===== config.mk =====
export PLATFORM = sky130hd
export DESIGN_NAME = compact_size_decoder
export DESIGN_NICKNAME = d
export VERILOG_FILES = /design/src/hdl/csd_pkg.sv /design/src/hdl/csd_front.sv /design/src/hdl/csd_queue.sv /design/src/hdl/csd_back.sv /design/src/hdl/compact_size_decoder.sv
export VERILOG_INCLUDE_DIRS = /design/src /design/src/hdl
export SDC_FILE = /design/constraint.sdc
export NUM_CORES = 1
export LEC_CHECK = 0
export BUFFER_PORTS_ARGS = -buffer_cell sky130_fd_sc_hd__buf_4
export CORE_ASPECT_RATIO = 2
export CORE_MARGIN = 3
export CORE_UTILIZATION = 40
export CTS_BUF_LIST = sky130_fd_sc_hd__clkbuf_8 sky130_fd_sc_hd__clkbuf_16
export CTS_CLUSTER_SIZE = 20
export DETAILED_ROUTE_END_ITERATION = 16
export MAX_ROUTING_LAYER = met4
export PLACE_DENSITY = 0.56
export SLEW_MARGIN = 25
export SYNTH_ARGS = -nofsm -noshare
export SYNTH_HDL_FRONTEND = slang
export SYNTH_HIERARCHICAL = 1
export SYNTH_SLANG_ARGS = --single-unit

===== constraint.sdc =====
create_clock -name clk -period 12.2 [get_ports clk]
set_input_delay 2.44 -clock clk [delete_from_list [all_inputs] [get_ports clk]]
set_output_delay 2.44 -clock clk [all_outputs]
set_load 0.02 [all_outputs]

===== src/hdl/compact_size_decoder_defines.svh =====
// Assertion macros shared by the compact size decoder modules.
// They expect signals named clk and arst_n in the scope where they are used.
`ifndef COMPACT_SIZE_DECODER_DEFINES_SVH
`define COMPACT_SIZE_DECODER_DEFINES_SVH

// The consequent must hold in the same cycle as the antecedent.
`define CSD_ASSERT_SAME(label, ante, cons, msg) \
	label: assert property (@(posedge clk) disable iff (!arst_n) (ante) |-> (cons)) \
		else $error(msg);

// The consequent must hold in the cycle after the antecedent.
`define CSD_ASSERT_NEXT(label, ante, cons, msg) \
	label: assert property (@(posedge clk) disable iff (!arst_n) (ante) |=> (cons)) \
		else $error(msg);

`endif


===== src/hdl/csd_pkg.sv =====
package csd_pkg;

	// Marker bytes that open the two-byte and four-byte forms.
	localparam logic [7:0] MARK_TWO  = 8'd253;
	localparam logic [7:0] MARK_FOUR = 8'd254;

	// Largest byte count of one value, marker included.
	localparam logic [3:0] MAX_USED = 4'd9;

	// Payload byte counts of the three long forms.
	localparam logic [3:0] LEN_TWO   = 4'd2;
	localparam logic [3:0] LEN_FOUR  = 4'd4;
	localparam logic [3:0] LEN_EIGHT = 4'd8;

	typedef enum logic [1:0] {
		ST_OK       = 2'd0,
		ST_NONCANON = 2'd1,
		ST_TRUNC    = 2'd2
	} csd_status_t;

	typedef enum logic [1:0] {
		FORM_NONE  = 2'd0,
		FORM_TWO   = 2'd1,
		FORM_FOUR  = 2'd2,
		FORM_EIGHT = 2'd3
	} csd_form_t;

	// What the back end does with one queued byte.
	typedef enum logic [1:0] {
		K_SHORT = 2'd0,  // single-byte value, emit it as is
		K_TRUNC = 2'd1,  // input ran out, emit a truncation result
		K_ACC   = 2'd2,  // payload byte, merge into the accumulator
		K_FINAL = 2'd3   // last payload byte, merge and judge the value
	} csd_kind_t;

	typedef struct packed {
		csd_kind_t   kind;
		csd_form_t   form;
		logic [2:0]  lane;   // byte position inside the payload
		logic [3:0]  used;   // bytes consumed so far, marker included
		logic [7:0]  data;
	} csd_cmd_t;

endpackage


===== src/hdl/csd_front.sv =====
module csd_front (
	input  logic              clk,
	input  logic              arst_n,
	input  logic              s_tvalid,
	output logic              s_tready,
	input  logic [7:0]        s_tdata,   // [7:0] data_byte
	input  logic              s_tlast,   // last_available
	output logic              push,
	output csd_pkg::csd_cmd_t push_cmd,
	input  logic              queue_ready
);
	import csd_pkg::*;

	logic [3:0] rem_q;
	logic [3:0] seen_q;
	csd_form_t  form_q;

	logic       take;
	logic [3:0] rem_d;
	logic [3:0] seen_d;
	csd_form_t  form_d;
	logic [3:0] seen_m1;
	logic [3:0] rem_m1;

	assign s_tready = queue_ready;
	assign take     = s_tvalid && queue_ready;
	assign seen_m1  = seen_q - 4'd1;
	assign rem_m1   = rem_q - 4'd1;

	// Classify the incoming byte and track position within the current value.
	always_comb begin
		rem_d         = rem_q;
		seen_d        = seen_q;
		form_d        = form_q;
		push          = 1'b0;
		push_cmd.kind = K_ACC;
		push_cmd.form = form_q;
		push_cmd.lane = seen_m1[2:0];
		push_cmd.used = seen_q + 4'd1;
		push_cmd.data = s_tdata;
		if (take) begin
			if (rem_q == 4'd0) begin
				push_cmd.lane = 3'd0;
				push_cmd.used = 4'd1;
				if (s_tdata < MARK_TWO) begin
					push          = 1'b1;
					push_cmd.kind = K_SHORT;
				end else begin
					seen_d = 4'd1;
					if (s_tdata == MARK_TWO) begin
						form_d = FORM_TWO;
						rem_d  = LEN_TWO;
					end else if (s_tdata == MARK_FOUR) begin
						form_d = FORM_FOUR;
						rem_d  = LEN_FOUR;
					end else begin
						form_d = FORM_EIGHT;
						rem_d  = LEN_EIGHT;
					end
					push_cmd.form = form_d;
					if (s_tlast) begin
						push          = 1'b1;
						push_cmd.kind = K_TRUNC;
						rem_d         = 4'd0;
						seen_d        = 4'd0;
						form_d        = FORM_NONE;
					end
				end
			end else begin
				push   = 1'b1;
				seen_d = seen_q + 4'd1;
				rem_d  = rem_m1;
				if (rem_m1 == 4'd0) begin
					push_cmd.kind = K_FINAL;
					seen_d        = 4'd0;
					form_d        = FORM_NONE;
				end else if (s_tlast) begin
					push_cmd.kind = K_TRUNC;
					rem_d         = 4'd0;
					seen_d        = 4'd0;
					form_d        = FORM_NONE;
				end else begin
					push_cmd.kind = K_ACC;
				end
			end
		end
	end

	// Position state of the value being parsed.
	always_ff @(posedge clk or negedge arst_n) begin
		if (!arst_n) begin
			rem_q  <= 4'd0;
			seen_q <= 4'd0;
			form_q <= FORM_NONE;
		end else begin
			rem_q  <= rem_d;
			seen_q <= seen_d;
			form_q <= form_d;
		end
	end

endmodule


===== src/hdl/csd_queue.sv =====
`include "compact_size_decoder_defines.svh"

module csd_queue #(
	parameter int Width = 19,
	parameter int Depth = 4
) (
	input  logic             clk,
	input  logic             arst_n,
	input  logic             push,
	input  logic [Width-1:0] push_data,
	output logic             push_ready,
	input  logic             pop,
	output logic [Width-1:0] pop_data,
	output logic             pop_valid
);
	localparam int PtrW = (Depth > 1) ? $clog2(Depth) : 1;
	localparam int CntW = $clog2(Depth + 1);
	localparam logic [PtrW-1:0] LastPtr = PtrW'(Depth - 1);
	localparam logic [CntW-1:0] FullCnt = CntW'(Depth);

	logic [Width-1:0] entry_q [Depth];
	logic [PtrW-1:0]  wr_ptr_q;
	logic [PtrW-1:0]  rd_ptr_q;
	logic [CntW-1:0]  count_q;

	assign push_ready = (count_q != FullCnt);
	assign pop_valid  = (count_q != '0);
	assign pop_data   = entry_q[rd_ptr_q];

	// Entry storage; written only, never cleared.
	always_ff @(posedge clk) begin
		if (push) begin
			entry_q[wr_ptr_q] <= push_data;
		end
	end

	// Pointers and fill count.
	always_ff @(posedge clk or negedge arst_n) begin
		if (!arst_n) begin
			wr_ptr_q <= '0;
			rd_ptr_q <= '0;
			count_q  <= '0;
		end else begin
			if (push) begin
				wr_ptr_q <= (wr_ptr_q == LastPtr) ? '0 : wr_ptr_q + PtrW'(1);
			end
			if (pop) begin
				rd_ptr_q <= (rd_ptr_q == LastPtr) ? '0 : rd_ptr_q + PtrW'(1);
			end
			if (push && !pop) begin
				count_q <= count_q + CntW'(1);
			end else if (pop && !push) begin
				count_q <= count_q - CntW'(1);
			end
		end
	end

	`CSD_ASSERT_SAME(a_q_no_overfill, 1'b1, count_q <= FullCnt, "queue count beyond depth")
	`CSD_ASSERT_SAME(a_q_pop_nonempty, pop, count_q != '0, "queue popped while empty")
	`CSD_ASSERT_SAME(a_q_push_room, push, count_q != FullCnt, "queue written while full")

endmodule


===== src/hdl/csd_back.sv =====
`include "compact_size_decoder_defines.svh"

module csd_back (
	input  logic              clk,
	input  logic              arst_n,
	input  logic              cmd_valid,
	input  csd_pkg::csd_cmd_t cmd,
	output logic              pop,
	output logic              m_tvalid,
	input  logic              m_tready,
	output logic [63:0]       value,
	output csd_pkg::csd_status_t status,
	output logic [3:0]        bytes_used
);
	import csd_pkg::*;

	logic [63:0]  acc_q;
	logic         valid_q;
	logic [63:0]  value_q;
	csd_status_t  status_q;
	logic [3:0]   used_q;

	logic [63:0]  merged;
	logic         bad;
	logic         emit;
	logic [63:0]  res_value;
	csd_status_t  res_status;

	assign pop = cmd_valid && (!valid_q || m_tready);

	// Place the byte in its lane; the first payload byte drops older contents.
	assign merged = ((cmd.lane == 3'd0) ? 64'd0 : acc_q)
		| ({56'd0, cmd.data} << {cmd.lane, 3'b000});

	// A long form carrying a value that a shorter form could hold.
	always_comb begin
		unique case (cmd.form)
			FORM_TWO:  bad = (merged < {56'd0, MARK_TWO});
			FORM_FOUR: bad = (merged[63:16] == 48'd0);
			default:   bad = (merged[63:32] == 32'd0);
		endcase
	end

	// Result decode per entry kind.
	always_comb begin
		emit       = 1'b1;
		res_value  = 64'd0;
		res_status = ST_OK;
		unique case (cmd.kind)
			K_SHORT: res_value = {56'd0, cmd.data};
			K_TRUNC: res_status = ST_TRUNC;
			K_ACC:   emit = 1'b0;
			K_FINAL: begin
				if (bad) begin
					res_status = ST_NONCANON;
				end else begin
					res_value = merged;
				end
			end
			default: emit = 1'b0;
		endcase
	end

	// Accumulator and result payload.
	always_ff @(posedge clk) begin
		if (pop) begin
			acc_q <= merged;
			if (emit) begin
				value_q  <= res_value;
				status_q <= res_status;
				used_q   <= cmd.used;
			end
		end
	end

	// Output register valid flag.
	always_ff @(posedge clk or negedge arst_n) begin
		if (!arst_n) begin
			valid_q <= 1'b0;
		end else if (pop) begin
			valid_q <= emit;
		end else if (m_tready) begin
			valid_q <= 1'b0;
		end
	end

	assign m_tvalid   = valid_q;
	assign value      = value_q;
	assign status     = status_q;
	assign bytes_used = used_q;

	`CSD_ASSERT_SAME(a_err_value_zero, valid_q && status_q != ST_OK, value_q == 64'd0,
		"error result carries a nonzero value")
	`CSD_ASSERT_SAME(a_used_range, valid_q, used_q != 4'd0 && used_q <= MAX_USED,
		"byte count out of range")
	`CSD_ASSERT_NEXT(a_acc_silent, pop && cmd.kind == K_ACC && !valid_q, !valid_q,
		"payload byte produced a result")

endmodule


===== src/hdl/compact_size_decoder.sv =====
// Size field decoder: one byte accepted per cycle while the queue has room, limited by the
// single accumulator update in the back end, which takes one queued byte per cycle while
// the output register is empty or being read. A completing byte's result passes through
// a queue entry and then the output register.
// Reset: arst_n clears the parse position, the queue pointers and the output valid flag;
// the accumulator and payload registers are not reset.
module compact_size_decoder #(
	parameter int QueueDepth = 4
) (
	input  logic        clk,
	input  logic        arst_n,
	input  logic        s_tvalid,
	output logic        s_tready,
	input  logic [7:0]  s_tdata,   // [7:0] data_byte
	input  logic        s_tlast,   // last_available
	output logic        m_tvalid,
	input  logic        m_tready,
	output logic [71:0] m_tdata,   // [63:0] value, [67:64] bytes_used, [71:68] zero
	output logic [1:0]  m_tuser    // [1:0] status
);
	import csd_pkg::*;

	localparam int CmdW = $bits(csd_cmd_t);

	logic        push;
	logic        queue_ready;
	logic        pop;
	logic        cmd_valid;
	csd_cmd_t    push_cmd;
	csd_cmd_t    pop_cmd;
	logic [CmdW-1:0] pop_bits;
	logic [63:0] value;
	csd_status_t status;
	logic [3:0]  bytes_used;

	// Front end: byte classification and position tracking.
	csd_front u_front (
		.clk         (clk),
		.arst_n      (arst_n),
		.s_tvalid    (s_tvalid),
		.s_tready    (s_tready),
		.s_tdata     (s_tdata),
		.s_tlast     (s_tlast),
		.push        (push),
		.push_cmd    (push_cmd),
		.queue_ready (queue_ready)
	);

	// Queue between front and back ends.
	csd_queue #(
		.Width (CmdW),
		.Depth (QueueDepth)
	) u_queue (
		.clk        (clk),
		.arst_n     (arst_n),
		.push       (push),
		.push_data  (push_cmd),
		.push_ready (queue_ready),
		.pop        (pop),
		.pop_data   (pop_bits),
		.pop_valid  (cmd_valid)
	);

	assign pop_cmd = csd_cmd_t'(pop_bits);

	// Back end: accumulation, canonical check and output register.
	csd_back u_back (
		.clk        (clk),
		.arst_n     (arst_n),
		.cmd_valid  (cmd_valid),
		.cmd        (pop_cmd),
		.pop        (pop),
		.m_tvalid   (m_tvalid),
		.m_tready   (m_tready),
		.value      (value),
		.status     (status),
		.bytes_used (bytes_used)
	);

	assign m_tdata = {4'd0, bytes_used, value};
	assign m_tuser = status;

endmodule

==> reports/metrics.cfg <==
[worst_hold_path]
hp-start=u_queue/count_q[2]
hold_depth=1
hp-class=reg2reg
min_to=u_queue/count_q[2]

[sta]
setup_viol=0
clock.fmax_mhz=205
setup_ws_ns=7.31
fin_worst_skew_ns=0.0137
rsz0062_at_grt=no
worstMarginPinSlew_ns=1.05
fin_crit_ns=4.89
setup_tns_ns=0
finalMaxSlewViolations=0
fin_crit_sh=0.401
relSlewSlack=0.292
hold_viol_final=0

[critical_path]
cp_slowest_cell=dfrtp_1
end_kind=flop
crit_chain=mux4_2, or2_1, o21ai_0, o21ai_0, nor4_1, nand4_1, o31a_1, buf_4, a311o_1
worst_setup_path_start_kind=flop
cp_common_cell=o21ai_0
cp.required_ns=12.46
reg2regPathDepth=9
critPathMaxStageDelay_ns=0.94
critical_path_buf_inv_count=1
critPathKind=reg2reg
cp_max_fo=63
rr_endpoint=u_back/value[0]
worstPathArrival_ns=5.15
regToRegStartpoint=u_queue/rd_ptr_q[1]
critPathTopFamily=simple AND/OR/NAND/NOR gates
reg2reg_setup_slack_ns=7.31

[drt]
via_per_inst=5.44
drt-initial-drc-count=360
vias=6293
wire_per_inst_um=20.4
drt-total-wl_um=23600
first_pass_iters=4
drc=0
ant_nets=0

[placed_design]
pre_cts_ws_ns=7.18
dp.cells=1119
gp_congestion=0.902
dp_hpwl_um=16100
io_buffers=84

[yosys]
postSynthAreaPerCell_um2=13.8
ys.flop_type=edfxtp_1
syn_area_um2=10300
synth_edf_count=210
synth_top_area_frac=0.611
synthTopCellsByArea=edfxtp_1 (61%), dfrtp_1 (4.4%), and2_1 (3.9%)
postSynth.asyncResetShare=0.0789
synthDistinctLibCells=73
synth_area_leader_cell=edfxtp_1
ys_ff_latch=228
ys_warn_count=6
synth_cells=746
ys_seq_area_frac=0.655

[clock_network]
cts_root_buf=clkbuf_16
cts_sinks=228
holdBufCountCts=0
clock_latency_ns=0.51
cts_tree=built
h-tree-depth=1
cts_resized=0
path_clk_slew_ns=0.07
post_cts_buffers=0
cts_buffers=21
clockBufferDepth=3

[final_layout]
area_delta_synth_final_pct=14.0
stdcell_count=1156
drive_above_1_share=0.212
nets=836
antenna_cells=0
fillers=2325

[floorplan]
die_x_um=120
initial_core_util=0.409
die_h_um=233
ios=89
fp-row-count=82
coreArea_um2=25200
dieArea_um2=27900

[grt]
overflow=0
grt_pass1_wl_um=36600
grt_usage=0.174
grt_pass1_vias=6426
antenna_found_initial=0
grt_max_degree=70

[run]
maxCapViolCount=0

[status]
status=complete, no violations

## synthesized netlist by cell type (all sizes together), types with 6 or more instances
library cell	instances
a31oi	6
and4	6
mux4	19
and2	65
a21oi	27
ha	16
nand3	8
clkbuf	12
o21ai	57
nor2	50
a22o	7
nand2	59
nor3	7
nor4	11
buf	43
o31ai	16
nor3b	6
dfrtp	18
nor2b	7
edfxtp	210
inv	25
## sequential cells by signal, summed over array words and instances (netlist names)
name	cells
u_back/m_tvalid	1
u_back/bytes_used	4
u_back/status	2
u_queue/rd_ptr_q	2
u_queue/wr_ptr_q	2
u_queue/entry_q	76
u_back/value	64
u_queue/count_q	3
u_front/seen_q	4
u_front/rem_q	4
u_front/form_q	2
u_back/acc_q	64
## layout by cell type, fill, tap and decap left out, types with 6 or more instances in the layout
cell / n
and4_1: 6
nor2_1: 46
and2_1: 64
o21ai_0: 49
a31oi_1: 6
a21oi_1: 27
o21ai_1: 7
clkbuf_16: 21
nor2b_1: 7
nand3_1: 7
nor4_1: 10
inv_1: 23
edfxtp_1: 210
a22o_1: 7
ha_1: 16
nor3_1: 6
buf_4: 89
o31ai_1: 14
dfrtp_1: 18
mux4_2: 18
nand2_1: 58
## per-layer routing
layer  wire length (um)  share of wire  GRT usage
met1               8000           0.34      0.177
met2              13300           0.57      0.327
met3               1100          0.047     0.0187
met4               1110          0.047     0.0886
met5                  0              0          -
## worst max-delay path by stage
stage | startpoint | end | slack (ns) | depth (start not counted)
final | u_queue/rd_ptr_q[1] | u_back/value[0] | 7.31 | 9
after global routing | u_queue/rd_ptr_q[1] | u_back/value[0] | 6.89 | 9
after CTS | u_queue/rd_ptr_q[1] | u_back/value[0] | 7.17 | 9
after detailed placement | u_queue/rd_ptr_q[1] | u_back/value[0] | 7.18 | 9
after global placement | u_queue/rd_ptr_q[1] | u_back/value[6] | 7.30 | 9
after floorplan | m_tready | u_back/bytes_used[0] | 6.16 | 3
## through the flow
| stage | util | instance area, um^2 | hold slack (ns) |
|---|---|---|---|
| 2_1_floorplan | - | 10300 | 0.455 |
| 3_3_place_gp | 0.438 | 11000 | 0.471 |
| 3_5_place_dp | 0.438 | 11000 | 0.485 |
| 4_1_cts | 0.466 | 11800 | 0.494 |
| 5_1_grt | 0.466 | 11800 | 0.525 |
| 6_report | 0.466 | 11800 | 0.497 |
## final cells by class
cell class | count | area, um^2 | share of cell area
clock buffer | 21 | 526 | 0.0447
clock inverter | 16 | 190 | 0.0162
inverter | 25 | 93.8 | 0.00798
multi-input combinational | 441 | 3110 | 0.264
sequential | 228 | 6760 | 0.574
tap | 336 | 420 | 0.0357
timing repair buffer | 89 | 668 | 0.0568
## kinds of logic (layout without fill, tap and decap cells)
kind of cell	count (synthesis)	count (layout)	share of synthesized area
AOI/OAI and AO/OA	142	142	0.0920
adders and majority gates	17	17	0.0213
buffers and inverters	80	151	0.0458
DFF	228	228	0.655
muxes	23	23	0.0466
and+or+nand+nor	249	249	0.134
other	1	4	0.000363
xor gates and xnor gates	6	6	0.00509
Power is left out: the tool's default activity adds up to more than one toggle a clock period on the data nets, which glitch-free logic cannot reach.
